**config.mk**
```make
export PLATFORM = sky130hd
export DESIGN_NAME = euclidean_rhythm_generator
export DESIGN_NICKNAME = d
export VERILOG_FILES = /design/src/erg_pkg.sv /design/src/erg_ctrl.sv /design/src/erg_dp.sv /design/src/euclidean_rhythm_generator.sv
export VERILOG_INCLUDE_DIRS = /design/src /design/src/src
export SDC_FILE = /design/constraint.sdc
export NUM_CORES = 1
export LEC_CHECK = 0
export ABC_CLOCK_PERIOD_IN_PS = 19000
export BUFFER_PORTS_ARGS = -buffer_cell sky130_fd_sc_hd__buf_4
export CORE_MARGIN = 5
export CORE_UTILIZATION = 30
export CTS_CLUSTER_DIAMETER = 50
export CTS_CLUSTER_SIZE = 16
export DETAILED_ROUTE_END_ITERATION = 16
export PLACE_DENSITY = 0.52
export SYNTH_ARGS = -nofsm -noshare
export SYNTH_HDL_FRONTEND = slang
export SYNTH_SLANG_ARGS = --single-unit
export TNS_END_PERCENT = 100
```
**constraint.sdc**
```tcl
create_clock -name clock -period 19 [get_ports clock]
set_input_delay 1.9 -clock clock [delete_from_list [all_inputs] [get_ports clock]]
set_output_delay 1.9 -clock clock [all_outputs]
set_load 0.05 [all_outputs]
```
**src/assert_macros.svh**
```systemverilog
// assertion macros used by the rhythm generator datapath erg_dp
// no dependencies; clock and reset are passed in by the caller
`ifndef ASSERT_MACROS_SVH
`define ASSERT_MACROS_SVH

// same-cycle implication, checked out of reset
`define ERG_ASSERT_NOW(label, clk, rst, ante, cons) \
   label: assert property (@(posedge clk) disable iff (rst) (ante) |-> (cons)) \
      else $error("assertion failed");

// next-cycle implication, checked out of reset
`define ERG_ASSERT_NEXT(label, clk, rst, ante, cons) \
   label: assert property (@(posedge clk) disable iff (rst) (ante) |=> (cons)) \
      else $error("assertion failed");

`endif

```
**src/erg_pkg.sv**
```systemverilog
// shared types, constants and helper functions of the rhythm generator
// used by erg_ctrl, erg_dp and the top level; no dependencies
package erg_pkg;

   localparam int PAT_W = 32;
   localparam int CNT_W = 6;
   localparam int ROT_W = 5;

   typedef enum logic [2:0] {
      ST_IDLE,
      ST_SETUP,
      ST_DIV,
      ST_EXP,
      ST_FIND,
      ST_ROT,
      ST_OUT
   } state_type;

   typedef enum logic [3:0] {
      OP_NONE,
      OP_LOAD,
      OP_SETUP,
      OP_DIV_SUB,
      OP_DIV_NEXT,
      OP_DIV_END,
      OP_ERR,
      OP_EXP_REP,
      OP_EXP_FIN,
      OP_FIND,
      OP_ROT,
      OP_OUT
   } op_type;

   typedef struct packed {
      op_type op;
   } cmd_type;

   typedef struct packed {
      logic bad;       // input out of range
      logic special;   // no pulses or all pulses
      logic div_ge;    // dividend still at or above divisor
      logic div_last;  // remainder ends the euclid chain
      logic lvl_ovf;   // next division would overrun the level table
      logic rep;       // another repeat of the current piece
      logic last;      // current level is the top one
      logic out_free;  // output register can take an item
   } status_type;

   typedef struct packed {
      logic [PAT_W-1:0] word;
      logic [CNT_W-1:0] len;
   } append_type;

   // append a piece above the bits built so far, length saturating at 32
   function automatic append_type erg_append(input logic [PAT_W-1:0] word,
                                             input logic [CNT_W-1:0] len,
                                             input logic [PAT_W-1:0] piece,
                                             input logic [CNT_W-1:0] plen);
      logic [CNT_W:0] sum;
      append_type     r;
      sum    = {1'b0, len} + {1'b0, plen};
      r.word = word;
      if (len < CNT_W'(PAT_W)) begin
         r.word = word | (piece << len[ROT_W-1:0]);
      end
      r.len = (sum > (CNT_W+1)'(PAT_W)) ? CNT_W'(PAT_W) : sum[CNT_W-1:0];
      return r;
   endfunction

   // position of the lowest set bit, zero when none is set
   function automatic logic [ROT_W-1:0] erg_lowest_one(input logic [PAT_W-1:0] w);
      logic [ROT_W-1:0] f;
      f = '0;
      for (int i = PAT_W - 1; i >= 0; i--) begin
         if (w[i]) begin
            f = ROT_W'(i);
         end
      end
      return f;
   endfunction

endpackage

```
**src/erg_ctrl.sv**
```systemverilog
// controller state machine of the rhythm generator
// depends on erg_pkg; drives datapath commands, reads datapath status
module erg_ctrl (
   input  logic                clock,
   input  logic                reset,
   input  logic                req_tvalid,
   output logic                req_tready,
   input  erg_pkg::status_type st,
   output erg_pkg::cmd_type    cmd
);

   erg_pkg::state_type state_ff, state_in;

   // state register
   always_ff @(posedge clock) begin
      if (reset) begin
         state_ff <= erg_pkg::ST_IDLE;
      end else begin
         state_ff <= state_in;
      end
   end

   // next state and commands
   always_comb begin
      state_in   = state_ff;
      cmd.op     = erg_pkg::OP_NONE;
      req_tready = 1'b0;
      case (state_ff)
         erg_pkg::ST_IDLE: begin
            req_tready = 1'b1;
            if (req_tvalid) begin
               cmd.op   = erg_pkg::OP_LOAD;
               state_in = erg_pkg::ST_SETUP;
            end
         end
         erg_pkg::ST_SETUP: begin
            cmd.op = erg_pkg::OP_SETUP;
            if (st.bad || st.special) begin
               state_in = erg_pkg::ST_OUT;
            end else begin
               state_in = erg_pkg::ST_DIV;
            end
         end
         erg_pkg::ST_DIV: begin
            if (st.div_ge) begin
               cmd.op = erg_pkg::OP_DIV_SUB;
            end else if (st.div_last) begin
               cmd.op   = erg_pkg::OP_DIV_END;
               state_in = erg_pkg::ST_EXP;
            end else if (st.lvl_ovf) begin
               cmd.op   = erg_pkg::OP_ERR;
               state_in = erg_pkg::ST_OUT;
            end else begin
               cmd.op = erg_pkg::OP_DIV_NEXT;
            end
         end
         erg_pkg::ST_EXP: begin
            if (st.rep) begin
               cmd.op = erg_pkg::OP_EXP_REP;
            end else begin
               cmd.op = erg_pkg::OP_EXP_FIN;
               if (st.last) begin
                  state_in = erg_pkg::ST_FIND;
               end
            end
         end
         erg_pkg::ST_FIND: begin
            cmd.op   = erg_pkg::OP_FIND;
            state_in = erg_pkg::ST_ROT;
         end
         erg_pkg::ST_ROT: begin
            cmd.op   = erg_pkg::OP_ROT;
            state_in = erg_pkg::ST_OUT;
         end
         erg_pkg::ST_OUT: begin
            if (st.out_free) begin
               cmd.op   = erg_pkg::OP_OUT;
               state_in = erg_pkg::ST_IDLE;
            end
         end
         default: begin
            state_in = erg_pkg::ST_IDLE;
         end
      endcase
   end

endmodule

```
**src/erg_dp.sv**
```systemverilog
// datapath of the rhythm generator: euclid divider, level tables,
// piece expansion, rotation and output register; depends on erg_pkg
`include "assert_macros.svh"

module erg_dp #(
   parameter int MAX_SLOTS  = 32,
   parameter int MAX_LEVELS = 8
) (
   input  logic                                clock,
   input  logic                                reset,
   input  erg_pkg::cmd_type                    cmd,
   output erg_pkg::status_type                 st,
   input  logic [erg_pkg::CNT_W-1:0]           in_slots,
   input  logic [erg_pkg::CNT_W-1:0]           in_pulses,
   input  logic [erg_pkg::ROT_W-1:0]           in_rot,
   output logic                                rsp_tvalid,
   input  logic                                rsp_tready,
   output logic [erg_pkg::PAT_W-1:0]           out_pattern,
   output logic [erg_pkg::CNT_W-1:0]           out_length,
   output logic                                out_status
);

   localparam int LW = $clog2(MAX_LEVELS);
   localparam int PW = erg_pkg::PAT_W;
   localparam int CW = erg_pkg::CNT_W;
   localparam int RW = erg_pkg::ROT_W;

   // item registers
   logic [CW-1:0] slots_ff, slots_in;
   logic [CW-1:0] pulses_ff, pulses_in;
   logic [RW-1:0] rot_ff, rot_in;
   logic          inv_ff, inv_in;
   logic          err_ff, err_in;
   logic [PW-1:0] res_ff, res_in;
   // euclid divider
   logic [CW-1:0] div_ff, div_in;
   logic [CW-1:0] rem_ff, rem_in;
   logic [CW-1:0] q_ff, q_in;
   logic [LW-1:0] lv_ff, lv_in;
   // expansion
   logic [LW-1:0] l_ff, l_in;
   logic [CW-1:0] i_ff, i_in;
   logic [PW-1:0] prev_ff, prev_in, cur_ff, cur_in, acc_ff, acc_in;
   logic [CW-1:0] prev_len_ff, prev_len_in, cur_len_ff, cur_len_in;
   logic [CW-1:0] alen_ff, alen_in;
   logic [RW-1:0] k_ff, k_in;
   // level tables
   logic [CW-1:0] quot_ff [MAX_LEVELS];
   logic [CW-1:0] rest_ff [MAX_LEVELS];
   // output register
   logic          vld_ff, vld_in;
   logic [PW-1:0] opat_ff, opat_in;
   logic [CW-1:0] olen_ff, olen_in;
   logic          ost_ff, ost_in;

   logic [CW-1:0]  pulses_eff, quot_rd, rest_rd, mask_sh, rot_sh;
   logic [PW-1:0]  mask, piece_sel, fin_word;
   logic [CW-1:0]  piece_len, fin_len;
   logic [CW:0]    k_sum;
   logic [RW-1:0]  first;
   logic           inv_now, bad, zero, full;
   erg_pkg::append_type app;

   // input checks and complement selection
   always_comb begin
      inv_now    = {pulses_ff, 1'b0} > {1'b0, slots_ff};
      pulses_eff = inv_now ? (slots_ff - pulses_ff) : pulses_ff;
      bad  = (slots_ff == '0) || ({1'b0, slots_ff} > (CW+1)'(MAX_SLOTS)) ||
             (slots_ff > CW'(PW)) || (pulses_ff > slots_ff) ||
             ({1'b0, rot_ff} >= slots_ff);
      zero = (pulses_ff == '0);
      full = (pulses_ff == slots_ff);
      mask_sh = CW'(PW) - slots_ff;
      mask    = {PW{1'b1}} >> mask_sh[RW-1:0];
   end

   // level table reads and shared append
   assign quot_rd   = quot_ff[l_ff];
   assign rest_rd   = rest_ff[l_ff];
   assign piece_sel = (cmd.op == erg_pkg::OP_EXP_REP) ? cur_ff : prev_ff;
   assign piece_len = (cmd.op == erg_pkg::OP_EXP_REP) ? cur_len_ff : prev_len_ff;
   assign app       = erg_pkg::erg_append(acc_ff, alen_ff, piece_sel, piece_len);
   assign fin_word  = (rest_rd != '0) ? app.word : acc_ff;
   assign fin_len   = (rest_rd != '0) ? app.len : alen_ff;

   // first one and combined rotation
   assign first  = erg_pkg::erg_lowest_one(res_ff);
   assign k_sum  = {2'b00, first} + {2'b00, rot_ff};
   assign rot_sh = slots_ff - {1'b0, k_ff};

   // status to controller
   always_comb begin
      st.bad      = bad;
      st.special  = zero || full;
      st.div_ge   = div_ff >= rem_ff;
      st.div_last = div_ff <= CW'(1);
      st.lvl_ovf  = ({1'b0, lv_ff} + (LW+1)'(2)) >= (LW+1)'(MAX_LEVELS);
      st.rep      = (i_ff < quot_rd) && (alen_ff < CW'(PW));
      st.last     = (l_ff == lv_ff);
      st.out_free = !vld_ff || rsp_tready;
   end

   // next values
   always_comb begin
      slots_in = slots_ff;  pulses_in = pulses_ff;  rot_in = rot_ff;
      inv_in = inv_ff;  err_in = err_ff;  res_in = res_ff;
      div_in = div_ff;  rem_in = rem_ff;  q_in = q_ff;  lv_in = lv_ff;
      l_in = l_ff;  i_in = i_ff;  k_in = k_ff;
      prev_in = prev_ff;  cur_in = cur_ff;  acc_in = acc_ff;
      prev_len_in = prev_len_ff;  cur_len_in = cur_len_ff;  alen_in = alen_ff;
      opat_in = opat_ff;  olen_in = olen_ff;  ost_in = ost_ff;
      vld_in = vld_ff && !rsp_tready;
      case (cmd.op)
         erg_pkg::OP_LOAD: begin
            slots_in  = in_slots;
            pulses_in = in_pulses;
            rot_in    = in_rot;
         end
         erg_pkg::OP_SETUP: begin
            err_in = bad;
            res_in = (bad || zero) ? '0 : mask;
            inv_in = inv_now;
            div_in = slots_ff - pulses_eff;
            rem_in = pulses_eff;
            q_in   = '0;
            lv_in  = '0;
         end
         erg_pkg::OP_DIV_SUB: begin
            div_in = div_ff - rem_ff;
            q_in   = q_ff + CW'(1);
         end
         erg_pkg::OP_DIV_NEXT: begin
            div_in = rem_ff;
            rem_in = div_ff;
            q_in   = '0;
            lv_in  = lv_ff + LW'(1);
         end
         erg_pkg::OP_DIV_END: begin
            lv_in       = lv_ff + LW'(1);
            l_in        = '0;
            i_in        = '0;
            acc_in      = '0;
            alen_in     = '0;
            prev_in     = inv_ff ? '0 : PW'(1);
            cur_in      = inv_ff ? PW'(1) : '0;
            prev_len_in = CW'(1);
            cur_len_in  = CW'(1);
         end
         erg_pkg::OP_ERR: begin
            err_in = 1'b1;
            res_in = '0;
         end
         erg_pkg::OP_EXP_REP: begin
            acc_in  = app.word;
            alen_in = app.len;
            i_in    = i_ff + CW'(1);
         end
         erg_pkg::OP_EXP_FIN: begin
            prev_in     = cur_ff;
            prev_len_in = cur_len_ff;
            cur_in      = fin_word;
            cur_len_in  = fin_len;
            acc_in      = '0;
            alen_in     = '0;
            i_in        = '0;
            l_in        = l_ff + LW'(1);
            res_in      = fin_word & mask;
         end
         erg_pkg::OP_FIND: begin
            k_in = (k_sum >= {1'b0, slots_ff}) ? RW'(k_sum - {1'b0, slots_ff})
                                               : k_sum[RW-1:0];
         end
         erg_pkg::OP_ROT: begin
            if (k_ff != '0) begin
               res_in = ((res_ff >> k_ff) | (res_ff << rot_sh[RW-1:0])) & mask;
            end
         end
         erg_pkg::OP_OUT: begin
            vld_in  = 1'b1;
            opat_in = err_ff ? '0 : res_ff;
            olen_in = err_ff ? '0 : slots_ff;
            ost_in  = err_ff;
         end
         default: begin
         end
      endcase
   end

   // control registers
   always_ff @(posedge clock) begin
      if (reset) begin
         vld_ff <= 1'b0;
      end else begin
         vld_ff <= vld_in;
      end
   end

   // payload registers
   always_ff @(posedge clock) begin
      slots_ff <= slots_in;  pulses_ff <= pulses_in;  rot_ff <= rot_in;
      inv_ff <= inv_in;  err_ff <= err_in;  res_ff <= res_in;
      div_ff <= div_in;  rem_ff <= rem_in;  q_ff <= q_in;  lv_ff <= lv_in;
      l_ff <= l_in;  i_ff <= i_in;  k_ff <= k_in;
      prev_ff <= prev_in;  cur_ff <= cur_in;  acc_ff <= acc_in;
      prev_len_ff <= prev_len_in;  cur_len_ff <= cur_len_in;  alen_ff <= alen_in;
      opat_ff <= opat_in;  olen_ff <= olen_in;  ost_ff <= ost_in;
   end

   // level tables: quotient at the current level, remainder one above
   always_ff @(posedge clock) begin
      if (cmd.op == erg_pkg::OP_SETUP) begin
         rest_ff[0] <= pulses_eff;
      end
      if (cmd.op == erg_pkg::OP_DIV_NEXT || cmd.op == erg_pkg::OP_DIV_END) begin
         quot_ff[lv_ff]          <= q_ff;
         rest_ff[lv_ff + LW'(1)] <= div_ff;
      end
      if (cmd.op == erg_pkg::OP_DIV_END) begin
         quot_ff[lv_ff + LW'(1)] <= rem_ff;
      end
   end

   assign rsp_tvalid  = vld_ff;
   assign out_pattern = opat_ff;
   assign out_length  = olen_ff;
   assign out_status  = ost_ff;

   // error items carry no pattern and no length
   `ERG_ASSERT_NOW(a_err_empty, clock, reset, vld_ff && ost_ff,
                   opat_ff == '0 && olen_ff == '0)
   // each subtract step lowers the dividend
   `ERG_ASSERT_NEXT(a_div_falls, clock, reset, cmd.op == erg_pkg::OP_DIV_SUB,
                    div_ff < $past(div_ff))
   // combined rotation stays below the slot count
   `ERG_ASSERT_NEXT(a_rot_range, clock, reset, cmd.op == erg_pkg::OP_FIND,
                    {1'b0, k_ff} < slots_ff)

endmodule

```
**src/euclidean_rhythm_generator.sv**
```systemverilog
// Euclidean rhythm generator: one request item (slot count, pulse count, offset) gives one
// response item holding the Bjorklund pattern; a request is taken only while the engine is
// idle, and a finished response waits in an output register so the next request can start.
// The euclid divider does one subtract a cycle for each unit of the euclid quotients, and the
// expander appends one piece a cycle across the levels while fewer than 32 bits are built.
// depends on erg_pkg, erg_ctrl and erg_dp
module euclidean_rhythm_generator #(
   parameter int MAX_SLOTS  = 32,
   parameter int MAX_LEVELS = 8
) (
   input  logic        clock,
   input  logic        reset,
   input  logic        req_tvalid,
   output logic        req_tready,
   input  logic [23:0] req_tdata,   // slot_count[5:0], pulse_count[11:6], rotate_by[16:12]
   output logic        rsp_tvalid,
   input  logic        rsp_tready,
   output logic [39:0] rsp_tdata,   // pattern[31:0], pattern_length[37:32]
   output logic        rsp_tuser    // status
);

   erg_pkg::cmd_type    cmd;
   erg_pkg::status_type st;
   logic [erg_pkg::PAT_W-1:0] pattern;
   logic [erg_pkg::CNT_W-1:0] pattern_length;

   erg_ctrl u_ctrl (
      .clock      (clock),
      .reset      (reset),
      .req_tvalid (req_tvalid),
      .req_tready (req_tready),
      .st         (st),
      .cmd        (cmd)
   );

   erg_dp #(
      .MAX_SLOTS  (MAX_SLOTS),
      .MAX_LEVELS (MAX_LEVELS)
   ) u_dp (
      .clock       (clock),
      .reset       (reset),
      .cmd         (cmd),
      .st          (st),
      .in_slots    (req_tdata[5:0]),
      .in_pulses   (req_tdata[11:6]),
      .in_rot      (req_tdata[16:12]),
      .rsp_tvalid  (rsp_tvalid),
      .rsp_tready  (rsp_tready),
      .out_pattern (pattern),
      .out_length  (pattern_length),
      .out_status  (rsp_tuser)
   );

   // response packing
   assign rsp_tdata = {2'b00, pattern_length, pattern};

endmodule
```
==> metrics <==
status finished, final reports clean; post-layout util 34.0%; Syn Inst Count 2078; fmax about 170 MHz; post-route insts no fill about 3000; Fin Clk Skew 23.0 ps; critical path data required time around 19000 ps; met3 Track Usage GR ~2.6%; pwr dens 186 nW/um^2; # setup viols final 0; crit share post-route 31.5%; Site Rows 100; cts hold-fix bufs 0; TritonCTS clock tree built; Synth-to-Final Area Change 12.1%; Synth Area in Compound Gates 13.0%; post-synthesis mux area share 17.8%; Clock Latency Late Sink between 500 and 600 ps; # nets final between 2000 and 2500; worst setup margin 13020 ps; crit end category flip-flop; final hold vios 0; via count between 15000 and 20000; CP Launch Type flip-flop; final total power 4.71 mW; Die X approximately 280 um; core area 74400 um^2; data arrival time of the worst path 6380 ps; wire per inst roughly 22 um; IO Count 71; htree depth 2; clock buffer depth 3; initial antenna violation count 0; Main synth FF type edfxtp_1; largest family of logic cells by synthesized area multiplexers; post-layout min period 5980 ps; Inst Count DP about 3000; post-CTS resize count 0; Slew HR between 10% and 20%; Unique masters post-synth a little under 90; post-route setup TNS 0 ps; critical path peak fanout 23; Final ANT Viol Nets 0; number of CTS-inserted buffers 43; Reg clk slew, reported paths 70 ps; #FFs+latches synth 342; Avg Synthesized Cell Area 10.9 um^2; Most Used Layer, Global Route met2; GR Util met2 26.4%; vias per cell 5.48; DP Worst Slack 12960 ps; Leakage 9.23 nW; first-pass GRT wire length 104000 um; Final Max Tran Viols 0; number of synthesized flops with an enable pin 335; unrepaired setup endpoints after global routing false; n_diodes 0; Seq/Total Area, Yosys 45.2%; CTS Sinks 342; GRT met1 Usage 22.3%; largest net degree at the start of global routing 76; Starting Density 30.3%; Post-CTS Setup Bufs 0; Hold Startpoint u_dp.rsp_tvalid; clock root cell clkbuf_16; Yosys warnings 0; Worst Tran Pin Value approximately 1200 ps; fraction of registers with async set/reset 0%; worst hold path class reg -> reg; area share of fa/ha/maj cells after synthesis slightly below 4%; maxcap violations 0; share of layout cells above drive strength 1 roughly 18%; GP Congestion 0.916; vias in the first global route 16600; simple-gate share of the synthesized area 14.0%; Total GRT Usage 16.2%; Die H 284 um; Port Buffers 61; Crit Path Category reg -> reg; Register-to-Register Setup Slack 13020 ps; post-synthesis xor/xnor area fraction 1.83%; DR DRC count 0; GRT overflow 0; Die ar. around 80000 um^2; Post-Syn Area 22600 um^2; routed wire length 67600 um; DRT Pass-1 Iters 7; Max VDD drop 0.000112 V; DRT iter0 DRCs 1603; post-DP HPWL approximately 49000 um
## area by class of cell
cell class                 instances  area, um^2
inverter                          71         269
sequential                       342       10200
timing repair buffer              90         676
fill                            7435       49200
tap                              969        1210
clock inverter                    32         363
multi-input combinational       1510       11500
clock buffer                      46        1100
## sequential cells by signal, indices dropped and copies added (netlist names), 32 cells and up, named ones only
name,flops
u_dp.rest_ff,48
u_dp.out_pattern,32
u_dp.cur_ff,32
u_dp.acc_ff,32
u_dp.prev_ff,32
u_dp.res_ff,32
u_dp.quot_ff,48
## path summary, 6_finish.rpt
path,to,depth (start not counted)
setup / recovery,u_dp.cur_len_ff[4],17
hold / removal,u_dp.rsp_tvalid,2
setup reg to reg,u_dp.cur_len_ff[4],17
hold reg to reg,u_dp.rsp_tvalid,2
## where the power goes
part / leakage (nW) / switching, mW / internal (mW) / total, mW
registers: 3.15 / 0.286 / 1.16 / 1.44
clock network: 0.711 / 0.372 / 0.468 / 0.840
logic: 5.37 / 1.48 / 0.942 / 2.43
## worst max-delay path: stages (launching register included)
cell,delay (ps)
dfxtp_1,1010
mux4_2,630
mux2i_1,210
ha_1,290
a211oi_1,180
o21ai_0,210
or2_2,490
nor2_4,240
buf_4,430
nand2_1,100
nand2_1,70
ha_1,200
fa_1,450
or3_1,420
nor3_1,220
o21a_1,290
nand3_1,110
a21oi_1,210
## through the flow
| stage | area [um^2] | hold slack [ps] |
|---|---|---|
| after floorplan | 22600 | 446 |
| after global placement | 23800 | 515 |
| after detailed placement | 23800 | 529 |
| after CTS | 25300 | 546 |
| after global routing | 25300 | 582 |
| final | 25300 | 540 |
## synth_stat cells (all sizes together) (41+ instances only)
cell / instances / area share, %
a21oi: 127 / 2.8
and2: 48 / 1.3
clkbuf: 118 / 2.0
edfxtp: 335 / 45
ha: 60 / 3.3
inv: 70 / 1.2
mux2: 76 / 3.8
mux2i: 132 / 5.9
mux4: 81 / 8.1
nand2: 206 / 3.5
nor2: 202 / 3.5
nor2b: 41 / 1.1
o21ai: 76 / 1.7
## placed cells by master, fill, tap and decap left out, drive strengths merged, types with 60 or more instances in the layout
master / synthesis / layout
a21oi: 127 / 127
buf: 38 / 90
edfxtp: 335 / 335
ha: 60 / 60
inv: 70 / 86
mux2: 76 / 76
mux2i: 132 / 132
mux4: 81 / 81
nand2: 206 / 206
nor2: 202 / 202
o21ai: 76 / 76
## cells by family after synthesis
| group | after synthesis |
|---|---|
| other | 1 |
| flip-flops | 342 |
| AO/OA/AOI/OAI | 442 |
| AND/OR/NAND/NOR | 663 |
| XOR/XNOR | 47 |
| buffers and inverters | 227 |
| multiplexers | 289 |
| adder cells (fa/ha/maj) | 67 |
## per-layer routing
metal	routed length [um]	vias to the layer above	part of all wire, %
li1	-	7796	-
met1	29800	8306	44
met2	32000	561	47
met3	3700	113	5.5
met4	2120	0	3.1
met5	0	-	0
(Power assumes the default switching activity.)
